<file path="config.mk">
export PLATFORM = sky130hd
export DESIGN_NAME = slfc_ram
export DESIGN_NICKNAME = d
export VERILOG_FILES = /design/src/rtl/core/slfc_ram.sv
export SDC_FILE = /design/constraint.sdc
export NUM_CORES = 1
export LEC_CHECK = 0
export BUFFER_PORTS_ARGS = -buffer_cell sky130_fd_sc_hd__buf_2
export CAP_MARGIN = 30
export CORE_ASPECT_RATIO = 0.6
export CORE_MARGIN = 5
export CORE_UTILIZATION = 40
export CTS_CLUSTER_SIZE = 24
export DETAILED_ROUTE_END_ITERATION = 8
export SYNTH_ARGS = -nofsm -noshare
export SYNTH_HDL_FRONTEND = slang
export SYNTH_SLANG_ARGS = --single-unit
</file>
<file path="constraint.sdc">
create_clock -name clk -period 1.5 [get_ports clk]
set_input_delay 0 -clock clk [delete_from_list [all_inputs] [get_ports clk]]
set_output_delay 0 -clock clk [all_outputs]
set_load 0.02 [all_outputs]
</file>
<file path="src/rtl/core/slfc_ram.sv">
`default_nettype none

module slfc_ram #(
  parameter int WIDTH = 8,
  parameter int DEPTH = 16
) (
  input  wire logic                     clk,
  input  wire logic                     wr_en,
  input  wire logic [$clog2(DEPTH)-1:0] wr_addr,
  input  wire logic [WIDTH-1:0]         wr_data,
  input  wire logic                     rd_en,
  input  wire logic [$clog2(DEPTH)-1:0] rd_addr,
  output logic      [WIDTH-1:0]         rd_data
);

  logic [WIDTH-1:0] mem [DEPTH];

  // Write port and registered read port
  always_ff @(posedge clk) begin
    if (wr_en) begin
      mem[wr_addr] <= wr_data;
    end
    if (rd_en) begin
      rd_data <= mem[rd_addr];
    end
  end

endmodule

`default_nettype wire

</file>
# Word level (Yosys, flattened, before mapping)
# Memories as Yosys holds them, arrays and structs flattened. A register that Yosys moved wholly into a read port is not among the register bits.
# Index checks and enable logic that the tools add are counted.
[totals] elab_cells=3 output_inout_bits=8 ramBits=128 register_bits=0 input_bits=19 n_memories=1
[memory_table] name="mem" words=16 width=8 rd=1 rd_clocked_by_memory_dff=1 write_ports=1 line="16" rtl="logic [WIDTH-1:0] mem [DEPTH];"
[op_classes] n_mux=2
[op_table] operator="2-to-1 mux 1 bit" count=2

# Logic depth before layout (Yosys ltp)
[logic_depth] ltp_word=2 mapped_depth=5 mapped_depth_nobuf=3

# Least setup slack after synthesis
# Ideal clock, no wire load.
[synth_path] path_kind="input-to-reg" from="input port wr_addr[2]" to="memory mem[0][0], enable pin" path_stages=2 path_buffers=0 t_arrival_ps=1110 slack_ps=7 required_time_ps=1117 path_cell_list="or3b_2 -> nor3_1"
[synth_lines] element="start, declared" line="9" rtl="input wire logic [$clog2(DEPTH)-1:0] wr_addr,"
[synth_lines] element="end, declared" line="16"
# Straight into the memory's write port.

==> run metrics <==
status finished clean; Worst Tran Pin Value 0.8488 ns; vias per cell 5.280; Setup crit end rd_data[5]; Die H 98.55 um; Critical Path Sink Type register; Max-cap violations 0; Slew Viols, Final 0; clk root buf clkbuf_16; register share of total power 49.6%; sequential area share after synthesis 78.12%; gr usage total 15.27%; Critical Path RT 1.65 ns; drt wl/cell 22.47 um; Pleak 2.216 nW; CP startpoint mem[1][5]; Int Pwr 6.898 mW; Tcrit/Tclk final 95.89%; layout cells sized above 1 36.84%; Seq cells post-synth 136; IO Pins 27; CTS tree yes; r2r worst-path depth 3; Port Buffers 26; die area 15530 um2; fin crit period 1.438 ns; Clock Sinks 136; Antenna Nets Post-Route 0; core area 12810 um2; sw power 1.793 mW; Hold/Removal Path Class in2reg; Setup violations, final 0; Synth warnings 0; Cell Area, Synth 5228 um2; via count 2603; worst path arrival time 1.59 ns; Logic pwr share 5.4%; syn avg cell area 22.83 um2; RePlAce Congestion 0.7866; Die W 157.6 um; Final Cell Area 6451 um2; total CTS buffers 17; VDD IR max 0.0006177 V; area growth from synthesis to layout 23.41%; switching portion of total power 20.63%; H-tree Lvls 4; n_diodes 0; critical path class reg2reg; Fmax 695.3 MHz; Distinct cells, synth 18; # DRC 0; setup TNS 0 ns; area post-placement 5782 um2; dpl hpwl 7478 um; clk_skew 0.009780 ns; initial antenna violation count 0; worst relative slew slack 43.30%; Clk Latency, worst-skew pair 0.41 ns; wirelength, routed 11080 um; global route overflow 0; final layout net count 329; Total Power 8.691 mW; r2r endpoint rd_data[5]; unrepaired setup endpoints after global routing false; Final Hold Violating Endpoints 0; Clk pwr share 45.0%; cells after synthesis 229; smallest hold slack 0.02356 ns; Max clock buf depth 2; CTS clk-pin slew, worst paths 0.06 ns; commonest cells after routing, fill and taps aside 136 x edfxtp_1, 37 x buf_4, 26 x buf_2; commonest non-fill, non-tap cell in the layout edfxtp_1; setup slack, reg-to-reg 0.06 ns; DR iter-0 viols 208; largest net degree at the start of global routing 17; vias in the first global route 2693; Power Density 1347 nW/um2; origin of the critical flop-to-flop path mem[1][5]; Startpoint Class register; first-pass GRT wire length 16590 um; Rows 32; Pre-Repair DR Iteration Count 4; Max FO, Critical Path 1; Synthesized Nets 248; Starting Density 40.80%
worst max-delay path, cell delays in order, from the launching register on:
cell,delay (ns)
edfxtp_1,0.36
mux4_1,0.56
a22oi_1,0.20
nand2_1,0.07
per-stage QoR:
stage          setup slack, ns  instances  utilization (%)
2_1_floorplan         0.007126        229                -
3_3_place_gp          -0.02568        453            45.13
3_5_place_dp         -0.005556        453            45.13
4_1_cts               0.004364        493            50.14
5_1_grt                0.01254        493            50.35
6_report               0.06172        493            50.35
what timing repair did:
action                     4_1_cts  5_1_grt
setup buffers                    0        0
setup endpoints to repair        0        4
hold buffers                     8        0
gates resized for setup          0        6
hold endpoints to repair       120        0
cell usage after synthesis, drive strengths merged:
master,instances,area share (%)
a22oi,16,2.3
and2,1,0.12
and2b,1,0.14
buf,7,1.1
clkdlybuf4s25,3,0.57
edfxtp,136,78
mux4,32,15
nand2,9,0.65
nand2b,2,0.24
nand3,1,0.096
nand3b,2,0.29
nor2,13,0.93
nor2b,1,0.12
nor3,4,0.38
or3b,1,0.17
final cells by class:
class / count / area (um2)
clock inverter: 15 / 136.4
fill: 1048 / 6361
timing repair buffer: 72 / 508.0
multi-input combinational: 83 / 1085
sequential: 136 / 4084
clock buffer: 17 / 425.4
tap: 170 / 212.7
per-layer routing:
metal / vias up / wire (um) / global-route usage (%)
met3: 5 / 1009 / 4.256
met2: 91 / 4771 / 20.40
met4: 0 / 61 / 5.023
met5: - / 0 / 0
li1: 1146 / - / -
met1: 1361 / 5235 / 24.04
logic make-up after synthesis:
kind of cell / Yosys count / share of synthesized area [%]
buffers and inverters: 10 / 1.651
AOI/OAI and AO/OA: 16 / 2.298
muxes: 32 / 14.79
DFF: 136 / 78.12
and+or+nand+nor: 35 / 3.136
power by group through the flow:
stage                     sequential, mW  clock [mW]  combinational [mW]
after floorplan                     4.40           0               0.216
after global placement              4.39           0               0.434
after detailed placement            4.39           0               0.445
after CTS                           4.31        4.00               0.462
after global routing                4.32        4.19               0.500
final                               4.31        3.91               0.467
how the worst min path moves through the flow:
stage,start,end,slack (ns),cells after the start
6_report,wr_data[1],mem[2][1],0.02,1
5_1_grt,wr_data[1],mem[7][1],0.02,1
4_1_cts,wr_data[1],mem[3][1],0.004,1
3_5_place_dp,rd_en,rd_data[2],0.39,1
3_3_place_gp,wr_data[6],mem[14][6],0.39,1
2_1_floorplan,wr_data[0],mem[0][0],0.1,0
state kept, by name, summed over array words and instances, names as in the netlist:
| name | cells |
|---|---|
| mem | 128 |
| rd_data | 8 |
(Power assumes the default switching activity.)
