[config.mk]
export PLATFORM = sky130hd
export DESIGN_NAME = slfc_cmp
export DESIGN_NICKNAME = d
export VERILOG_FILES = /design/src/rtl/core/slfc_pkg.sv /design/src/rtl/core/slfc_cmp.sv
export SDC_FILE = /design/constraint.sdc
export NUM_CORES = 1
export LEC_CHECK = 0
export BUFFER_PORTS_ARGS = -buffer_cell sky130_fd_sc_hd__buf_2
export CORE_ASPECT_RATIO = 0.75
export CORE_MARGIN = 10
export CORE_UTILIZATION = 40
export DETAILED_ROUTE_END_ITERATION = 6
export GPL_TIMING_DRIVEN = 0
export PLACE_DENSITY = 0.83
export SLEW_MARGIN = 30
export SYNTH_ARGS = -nofsm -noshare
export SYNTH_HDL_FRONTEND = slang
export SYNTH_SLANG_ARGS = --single-unit
[constraint.sdc]
create_clock -name vclk -period 4.3
set_input_delay 0.215 -clock vclk [all_inputs]
set_output_delay 0.215 -clock vclk [all_outputs]
set_load 0.01 [all_outputs]
[src/rtl/core/slfc_pkg.sv]
`default_nettype none

package slfc_pkg;

  // Table geometry
  localparam int SLFC_ENTRIES = 128;

  // Field widths
  localparam int OP_W   = 2;
  localparam int PAGE_W = 64;
  localparam int SEG_W  = 32;
  localparam int MOVE_W = 64;
  localparam int STAT_W = 2;

  // Operation codes
  localparam logic [OP_W-1:0] OP_EXACT      = 2'd0;
  localparam logic [OP_W-1:0] OP_FLOOR      = 2'd1;
  localparam logic [OP_W-1:0] OP_INSERT     = 2'd2;
  localparam logic [OP_W-1:0] OP_INVALIDATE = 2'd3;

  // Result status codes
  localparam logic [STAT_W-1:0] ST_OK   = 2'd0;
  localparam logic [STAT_W-1:0] ST_MISS = 2'd1;
  localparam logic [STAT_W-1:0] ST_FULL = 2'd2;

  // One table entry as stored in the RAM
  typedef struct packed {
    logic              valid;
    logic [PAGE_W-1:0] key;
    logic [SEG_W-1:0]  seg;
  } slfc_entry_t;

  localparam int ENTRY_W = $bits(slfc_entry_t);

  // Flags from the shared compare unit
  typedef struct packed {
    logic ab_eq;
    logic ab_lt;
    logic cd_lt;
  } slfc_cmp_t;

endpackage

`default_nettype wire

[src/rtl/core/slfc_cmp.sv]
`default_nettype none

module slfc_cmp
  import slfc_pkg::*;
(
  input  wire logic [PAGE_W-1:0] a,
  input  wire logic [PAGE_W-1:0] b,
  input  wire logic [PAGE_W-1:0] c,
  input  wire logic [PAGE_W-1:0] d,
  output slfc_cmp_t              flags
);

  // Unsigned magnitude compares shared by the check and scan phases of the sequencer
  always_comb begin
    flags.ab_eq = (a == b);
    flags.ab_lt = (a < b);
    flags.cd_lt = (c < d);
  end

endmodule

`default_nettype wire

* Word level (Yosys, flattened, before mapping) *
Index checks and enable logic that the tools add are counted.

word-level totals
  bits of input ports = 256
  output and inout port bits = 3
  register bits = 0
  word-level logic and storage cells = 3

operators by class
  magnitude comparators = 2
  eq/ne operators = 1

operators with widths
  kind            number
  $lt A64 B64 Y1  2
  $eq A64 B64 Y1  1

* Logic depth before layout (Yosys ltp) *
Gate-level depths: netlist (run 1).

  depth after elaboration = 1
  depth in mapped cells = 8
  mapped depth without buffers = 8

* Worst setup path after synthesis (run 1) *
No wires, ideal clock.

  path type = input-to-output
  start point = input port b[60]
  end point = output port flags[2] (netlist name)
  arrival time = 1.782 ns
  slack = 2.303 ns
  stages = 8
  data required time = 4.085 ns
  buffers on the path = 0
  cell sequence = inv_1 -> ha_1 -> nand4_1 -> nor2_1 -> nand3_1 -> nor4_2 -> nand3_2 -> nor4_1

RTL lines
  item         line            source
  from (decl)  slfc_cmp.sv:7   input wire logic [PAGE_W-1:0] b,
  to (decl)    slfc_cmp.sv:10  output slfc_cmp_t flags

==> impl_metrics.env, run 1 <==
export IMPL_synth_nets=838
export IMPL_finalCriticalPeriod_ps=2305
export IMPL_yosysTopAreaCellShare_pct=49.65
export IMPL_n_clock_buffer=0
export IMPL_hpwl_um=12170
export IMPL_die_y_um=97.47
export IMPL_relSlewSlack_pct=68.33
export IMPL_cpPeakStageDelay_ps=480
export IMPL_p_leak_nw=3.028
export IMPL_sw_frac_of_total_pct=47.64
export IMPL_routed_via_density=4.898
export IMPL_combPwrFrac_pct=100.0
export IMPL_crit_family="compound AO/OA/AOI/OAI gates"
export IMPL_io_pins=259
export IMPL_synth_cell_type_count=36
export IMPL_die_w_um=123.3
export IMPL_worst_path_stages=9
export IMPL_start_util_pct=40.78
export IMPL_p_int_w=0.0002003
export IMPL_grt_overflow=0
export IMPL_setup_tns_ps=0
export IMPL_syn_area_sq_um=3201
export IMPL_routabilityCongestion=0.9235
export IMPL_drt_first_pass_iters=4
export IMPL_fin_util_pct=59.04
export IMPL_regArea_sq_um=0
export IMPL_whs_ps=939.8
export IMPL_critPathMaxFanout=2
export IMPL_io_buffer_count=259
export IMPL_final_nets=1099
export IMPL_postCtsHoldBufs=0
export IMPL_yosysTopAreaCell="ha_1"
export IMPL_clock_power_share_pct=0
export IMPL_drt_wl_total_um=12560
export IMPL_grt_max_degree=5
export IMPL_drive_above_1_share_pct=37.39
export IMPL_drv_cap=0
export IMPL_dieArea_sq_um=12020
export IMPL_antenna_left=0
export IMPL_drc=0
export IMPL_seq_area_frac_synth_pct=0
export IMPL_startpoint_type="input pin"
export IMPL_syn_to_final_growth_pct=44.76
export IMPL_switching_power_w=0.0001823
export IMPL_yosys_top_cells_area="ha_1, inv_1, a21oi_1"
export IMPL_worstPathCellList="buf_2 > ha_1 > a21o_1 > a21o_1 > a2111oi_0 > o211ai_1 > a211oi_1 > o21a_1 > buf_2"
export IMPL_crit_required_ps=4090
export IMPL_peakVddDrop_mv=0.04620
export IMPL_syn_inst=455
export IMPL_finalMaxSlewViolations=0
export IMPL_antenna_found_initial=0
export IMPL_vias=4021
export IMPL_hold_end="flags[0]"
export IMPL_grt_pass1_wl_um=19340
export IMPL_nFillCells=735
export IMPL_seq_cells=0
export IMPL_period_share_pct=53.61
export IMPL_hp_class="in -> out"
export IMPL_drtIter0Drc=90
export IMPL_critPathCaptureType="output pin"
export IMPL_power_density_nw_per_um2=82.58
export IMPL_worst_path_buf_inv=2
export IMPL_synth_warnings=0
export IMPL_finalHoldViolCount=0
export IMPL_status="completed"
export IMPL_setup_viol=0
export IMPL_wire_per_inst_um=15.30
export IMPL_grt_pass1_vias=4332
export IMPL_tightest_slew_ps=463.1
export IMPL_timing_fmax_ghz=0.4338
export IMPL_worstPathArrival_ps=2090
export IMPL_hp_start="c[63]"
export IMPL_crit_type="in -> out"
export IMPL_rows=28
export IMPL_p_seq_share_pct=0
export IMPL_coreArea_sq_um=7848
export IMPL_postSynthAreaPerCell_sq_um=7.034
export IMPL_rsz0062_at_grt="false"
export IMPL_hold_depth=5
export IMPL_cts_setup_buffers=0
export IMPL_timing_critical_path_slowest_stage_cell="a2111oi_0"
export IMPL_cts_resized=0
export IMPL_track_usage_pct=19.05
-- layout make-up --
class / instances / area (sq um) / area share (%)
Inverter: 127 / 476.7 / 10.29
Multi-Input combinational cell: 328 / 2724 / 58.79
Antenna cell: 2 / 5.005 / 0.1080
Timing Repair Buffer: 259 / 1296 / 27.98
Tap cell: 105 / 131.4 / 2.836
-- worst max path at each step --
stage	endpoint	start
floorplan	flags[2]	b[60]
global placement	flags[1]	a[11]
detailed placement	flags[1]	a[53]
CTS	flags[1]	a[53]
global route	flags[2]	b[60]
finish	flags[1]	a[53]
-- stage by stage --
stage | total power (W) | worst slack (ps) | std cells | area (sq um)
2_1_floorplan | 0.0002068 | 2303 | 455 | 3201
3_3_place_gp | 0.0003587 | 2044 | 819 | 4628
3_5_place_dp | 0.0003829 | 1969 | 819 | 4628
4_1_cts | 0.0003855 | 1964 | 819 | 4628
5_1_grt | 0.0004419 | 1784 | 819 | 4628
6_report | 0.0003826 | 1995 | 821 | 4633
-- routing by layer --
layer	global-route usage, %	wire length [um]	vias up	share of wire, %
met1	18.87	4460	1739	36
met4	2.592	167	0	1.3
li1	-	-	2100	-
met5	0	0	-	0
met2	37.24	6428	170	51
met3	6.678	1505	12	12
-- logic make-up (layout without fill, tap and decap cells) --
kind of cell	after synthesis	count (layout)	synth area share (%)
buffers and inverters	127	386	14.89
and+or+nand+nor	104	104	16.97
AOI/OAI and AO/OA	97	97	18.49
other	0	2	0
adders and majority gates	127	127	49.65
-- Yosys cell counts (5+ instances only) --
master and n:
nand3_1 12, o211ai_1 5, ha_1 127, a211oi_1 8, nand4_1 15, o21ai_0 10, a21oi_1 47, nand2_1 37
inv_1 127, nor3_1 7, nor2_1 17
-- power by group through the flow --
stage	sequential, W	clock (W)	combinational [W]
2_1_floorplan	0	0	0.000207
3_3_place_gp	0	0	0.000359
3_5_place_dp	0	0	0.000383
4_1_cts	0	0	0.000385
5_1_grt	0	0	0.000442
6_report	0	0.0000000000622	0.000383
-- cell usage in the layout, fill, tap and decap left out, types with 3 or more instances in the layout --
master and count:
nor3_1 7, nand2_1 37, nand4_1 15, ha_1 127, o21a_1 3, buf_2 259
a21o_1 4, a221oi_1 4, o21ai_1 4, a211oi_1 8, nand3_1 12, o211ai_1 5
a21oi_1 47, o21ai_0 10, inv_1 127, nor2_1 17
Note: power is estimated with default switching activity, not from simulation.
==> inputs of run 2 (changes only) <==
--- a/config.mk
+++ b/config.mk
@@ -5,13 +5,14 @@
 export SDC_FILE = /design/constraint.sdc
 export NUM_CORES = 1
 export LEC_CHECK = 0
+export ABC_AREA = 1
 export BUFFER_PORTS_ARGS = -buffer_cell sky130_fd_sc_hd__buf_2
 export CORE_ASPECT_RATIO = 0.75
 export CORE_MARGIN = 10
-export CORE_UTILIZATION = 40
+export CORE_UTILIZATION = 38
 export DETAILED_ROUTE_END_ITERATION = 6
 export GPL_TIMING_DRIVEN = 0
-export PLACE_DENSITY = 0.83
+export PLACE_DENSITY = 0.82
 export SLEW_MARGIN = 30
 export SYNTH_ARGS = -nofsm -noshare
 export SYNTH_HDL_FRONTEND = slang
==> constraint.sdc (replaced) <==
create_clock -name vclk -period 1.9
set_input_delay 0.095 -clock vclk [all_inputs]
set_output_delay 0.095 -clock vclk [all_outputs]
set_load 0.01 [all_outputs]
==> impl_metrics.env, run 2 <==
export IMPL_status="completed"
export IMPL_synthAdderAreaFrac_pct=47.83
export IMPL_worstPathArrival_ps=1490
export IMPL_rows=29
export IMPL_synth_warnings=0
export IMPL_yosys_area_share_simple_pct=21.39
export IMPL_cts_resized=0
export IMPL_drtIter0Drc=99
export IMPL_relSlewSlack_pct=83.26
export IMPL_grt_pass1_wl_um=18310
export IMPL_yosysTopAreaCell="ha_1"
export IMPL_synthMuxAreaShare_pct=0
export IMPL_routed_via_density=4.492
export IMPL_setup_viol=0
export IMPL_synth_compound_area_share_pct=13.82
export IMPL_seq_area_frac_synth_pct=0
export IMPL_syn_to_final_growth_pct=43.09
export IMPL_die_y_um=101.0
export IMPL_io_pins=259
export IMPL_finalHoldViolCount=0
export IMPL_routabilityCongestion=0.9039
export IMPL_drv_cap=0
export IMPL_wire_per_inst_um=13.35
export IMPL_hpwl_um=11570
export IMPL_setup_tns_ps=0
export IMPL_grt_pass1_vias=3991
export IMPL_period_share_pct=83.44
export IMPL_synth_xor_area_share_pct=0
export IMPL_design_area_sq_um=4753
export IMPL_final_nets=1171
export IMPL_synth_commonest_cells="inv_1, ha_1, nand2_1"
export IMPL_grt_overflow=0
export IMPL_yosys_top_cells_area="ha_1, inv_1, nand2_1"
export IMPL_drive_above_1_share_pct=34.35
export IMPL_crit_type="in -> out"
export IMPL_peakVddDrop_mv=0.1098
export IMPL_synth_cell_type_count=21
export IMPL_critPathLaunch="b[43]"
export IMPL_total_power_w=0.0008929
export IMPL_final_cell_mix="buf_2, inv_1, ha_1"
export IMPL_drc=0
export IMPL_critPathCaptureType="output pin"
export IMPL_whs_ps=787.6
export IMPL_start_util_pct=39.12
export IMPL_fin_cells=894
export IMPL_tightest_slew_ps=251.1
export IMPL_coreArea_sq_um=8491
export IMPL_syn_area_sq_um=3322
export IMPL_postCtsHoldBufs=0
export IMPL_seq_cells=0
export IMPL_die_w_um=128.0
export IMPL_met3_usage_pct=3.628
export IMPL_finalMaxSlewViolations=0
export IMPL_syn_inst=527
export IMPL_track_usage_pct=16.73
export IMPL_yosysTopAreaCellShare_pct=47.83
export IMPL_top_usage_layer="met2"
export IMPL_insertedDiodeCount=0
export IMPL_timing_fmax_ghz=0.6308
export IMPL_grtUsageMet2_pct=31.73
export IMPL_io_buffer_count=259
export IMPL_postSynthAreaPerCell_sq_um=6.303
export IMPL_rsz0062_at_grt="false"
export IMPL_use_met1_pct=19.24
export IMPL_crit_required_ps=1800
export IMPL_cts_setup_buffers=0
export IMPL_hold_depth=8
export IMPL_synth_most_common_cell="inv_1"
export IMPL_regArea_sq_um=0
export IMPL_grt_max_degree=4
export IMPL_vias=4016
export IMPL_antenna_found_initial=0
export IMPL_synth_top_family_by_area="adder cells"
export IMPL_layout_commonest_cell="buf_2"
export IMPL_n_clock_buffer=0
export IMPL_critPathMaxFanout=2
export IMPL_p_leak_nw=3.283
export IMPL_synth_nets=910
export IMPL_hp_class="in -> out"
export IMPL_power_density_nw_per_um2=187.8
export IMPL_hp_start="a[63]"
export IMPL_dp_cells=894
export IMPL_dieArea_sq_um=12920
export IMPL_antenna_left=0
export IMPL_dpl_cell_area_sq_um=4753
export IMPL_finalCriticalPeriod_ps=1585
export IMPL_startpoint_type="input pin"
export IMPL_drt_first_pass_iters=4
export IMPL_drt_wl_total_um=11930
## run 2: area by class of cell
| cell class | count | area (sq um) |
|---|---|---|
| repair buffers | 259 | 1296 |
| well taps | 108 | 135.1 |
| multi-input cells | 377 | 2759 |
| inverters | 150 | 563.0 |
| fillers | 854 | 3737 |
## run 2: cells by family (layout without fill, tap and decap cells)
kind of cell / after synthesis / in the layout
compound gates: 88 / 88
fa+ha+maj: 127 / 127
simple gates: 162 / 162
buf+inv: 150 / 409
## run 2: critical path: stages
cell and delay [ps]:
buf_2 90, inv_1 70, ha_1 240, a21oi_1 260, o21a_1 170, nor2_1 40, nor2_1 80, nand2_1 70
nand2_1 60, nand2_1 40, a21oi_1 110, buf_2 160
## run 2: layer usage
layer	up-vias	part of all wire, %
met3	12	7.8
li1	2221	-
met1	1653	40
met4	0	1.3
met2	130	51
met5	-	0
## run 2: power breakdown
group          switching, W  leakage, nW  internal, W
clock                     0            0            0
combinational      0.000435         3.28     0.000458
sequential                0            0            0
## run 2: final timing paths
path / end / slack (ps)
worst min-delay path: flags[1] / 790
worst max-delay path: flags[1] / 310
## run 2: per-stage QoR
step / utilization, % / worst slack [ps]
final: 55.98 / 314.7
after global routing: 55.98 / 170.8
after CTS: 55.98 / 235.6
after detailed placement: 55.98 / 241.1
after global placement: 55.98 / 251.6
after floorplan: - / 687.3
==> inputs of run 3 (changes only) <==
==> constraint.sdc (replaced) <==
create_clock -name vclk -period 1.3
set_input_delay 0.065 -clock vclk [all_inputs]
set_output_delay 0.065 -clock vclk [all_outputs]
set_load 0.01 [all_outputs]
==> impl_metrics.env, run 3 (synthesized netlist as in run 2, its figures left out) <==
export IMPL_cpMostUsedCell="buf_2"
export IMPL_crit_family="simple AND/OR/NAND/NOR gates"
export IMPL_grt_overflow=0
export IMPL_clock_power_share_pct=0
export IMPL_syn_to_final_growth_pct=75.48
export IMPL_n_clock_buffer=0
export IMPL_switching_power_w=0.0009040
export IMPL_drt_first_pass_iters=4
export IMPL_timing_critical_path_slowest_stage_cell="ha_1"
export IMPL_drive_above_1_share_pct=52.96
export IMPL_layout_commonest_cell="buf_2"
export IMPL_startpoint_type="input pin"
export IMPL_finalCriticalPeriod_ps=1567
export IMPL_routed_via_density=4.782
export IMPL_dpl_cell_area_sq_um=4753
export IMPL_design_area_sq_um=5829
export IMPL_timing_fmax_ghz=0.6380
export IMPL_power_density_nw_per_um2=318.3
export IMPL_final_nets=1178
export IMPL_seq_cells=0
export IMPL_p_leak_nw=3.380
export IMPL_postCtsHoldBufs=0
export IMPL_relSlewSlack_pct=82.93
export IMPL_grt_max_degree=4
export IMPL_die_w_um=128.0
export IMPL_hp_class="in -> out"
export IMPL_grt_pass1_vias=4169
export IMPL_regArea_sq_um=0
export IMPL_final_cell_mix="buf_2, inv_1, nand2_1"
export IMPL_p_int_w=0.0009515
export IMPL_worst_path_buf_inv=3
export IMPL_whs_ps=751.4
export IMPL_crit_required_ps=1240
export IMPL_antenna_found_initial=1
export IMPL_cpPeakStageDelay_ps=280
export IMPL_drtIter0Drc=110
export IMPL_worstPathCellList="buf_2 > inv_1 > ha_1 > nand2_1 > nor2_2 > nand2_2 > nor4_4 > nand4_1 > nor3_2 > buf_2"
export IMPL_routabilityCongestion=0.9039
export IMPL_coreArea_sq_um=8491
export IMPL_finalHoldViolCount=0
export IMPL_fin_ws_ps=-267.5
export IMPL_dieArea_sq_um=12920
export IMPL_period_share_pct=120.6
export IMPL_grt_pass1_wl_um=19610
export IMPL_rsz0062_at_grt="true"
export IMPL_worstPathArrival_ps=1500
export IMPL_wire_per_inst_um=16.84
export IMPL_critPathCaptureType="output pin"
export IMPL_peakVddDrop_mv=0.2334
export IMPL_io_buffer_count=259
export IMPL_sw_frac_of_total_pct=48.72
export IMPL_die_y_um=101.0
export IMPL_hpwl_um=11570
export IMPL_drv_cap=0
export IMPL_p_seq_share_pct=0
export IMPL_critPathMaxFanout=2
export IMPL_combPwrFrac_pct=100.0
export IMPL_crit_type="in -> out"
export IMPL_setup_tns_ps=-549.5
export IMPL_track_usage_pct=18.06
export IMPL_nFillCells=692
export IMPL_violations="setup timing"
export IMPL_finalMaxSlewViolations=0
export IMPL_tightest_slew_ps=255.0
export IMPL_setup_viol=3
export IMPL_io_pins=259
export IMPL_vias=4313
export IMPL_status="finished, violations left"
export IMPL_drc=0
export IMPL_start_util_pct=39.12
export IMPL_drt_wl_total_um=15190
export IMPL_rows=29
export IMPL_antenna_left=0
-- run 3: metal layers --
metal	global-route usage, %	up-vias	wire [um]
li1	-	2230	-
met1	19.78	1909	5420
met2	35.29	140	8401
met3	3.838	34	969
met4	2.504	0	395
met5	0	-	0
-- run 3: path summary, 6_finish.rpt --
path / start / end / slack (ps) / cells past startpoint
max: b[24] / flags[2] / -270 / 10
min: a[55] / flags[1] / 750 / 8
-- run 3: what timing repair did --
item	in CTS	in global routing
resized for setup	59	111
buffers inserted	4	3
endpoints found under the setup margin	3	3
pin swaps	21	55
-- run 3: area by class of cell --
class                           count  area [sq um]  share of cell area (%)
Multi-Input combinational cell    377          3704                   63.53
Tap cell                          108         135.1                   2.318
Inverter                          150         570.5                   9.788
Antenna cell                        1         2.502                 0.04293
Timing Repair Buffer              266          1418                   24.32
-- run 3: power by group through the flow --
stage | sequential (W) | clock [W] | combinational, W
3_3_place_gp | 0 | 0 | 0.00126
6_report | 0 | 0.000000000103 | 0.00186
5_1_grt | 0 | 0.000000000103 | 0.00208
3_5_place_dp | 0 | 0 | 0.00131
4_1_cts | 0 | 0 | 0.00147
2_1_floorplan | 0 | 0 | 0.000731
-- run 3: worst min-delay path, delay by kind of cell --
| family | cells | cell delay (ps) |
|---|---|---|
| buf+inv | 2 | 220 |
| simple gates | 3 | 190 |
| compound gates | 2 | 80 |
| fa+ha+maj | 1 | 130 |
-- run 3: stage by stage --
stage	std cells	utilization, %	worst slack [ps]	power (W)
3_5_place_dp	894	55.98	-298.9	0.001306
4_1_cts	898	60.80	-215.8	0.001473
5_1_grt	902	68.66	-363.0	0.002080
2_1_floorplan	527	-	147.3	0.0007312
3_3_place_gp	894	55.98	-288.4	0.001264
6_report	902	68.66	-267.5	0.001855
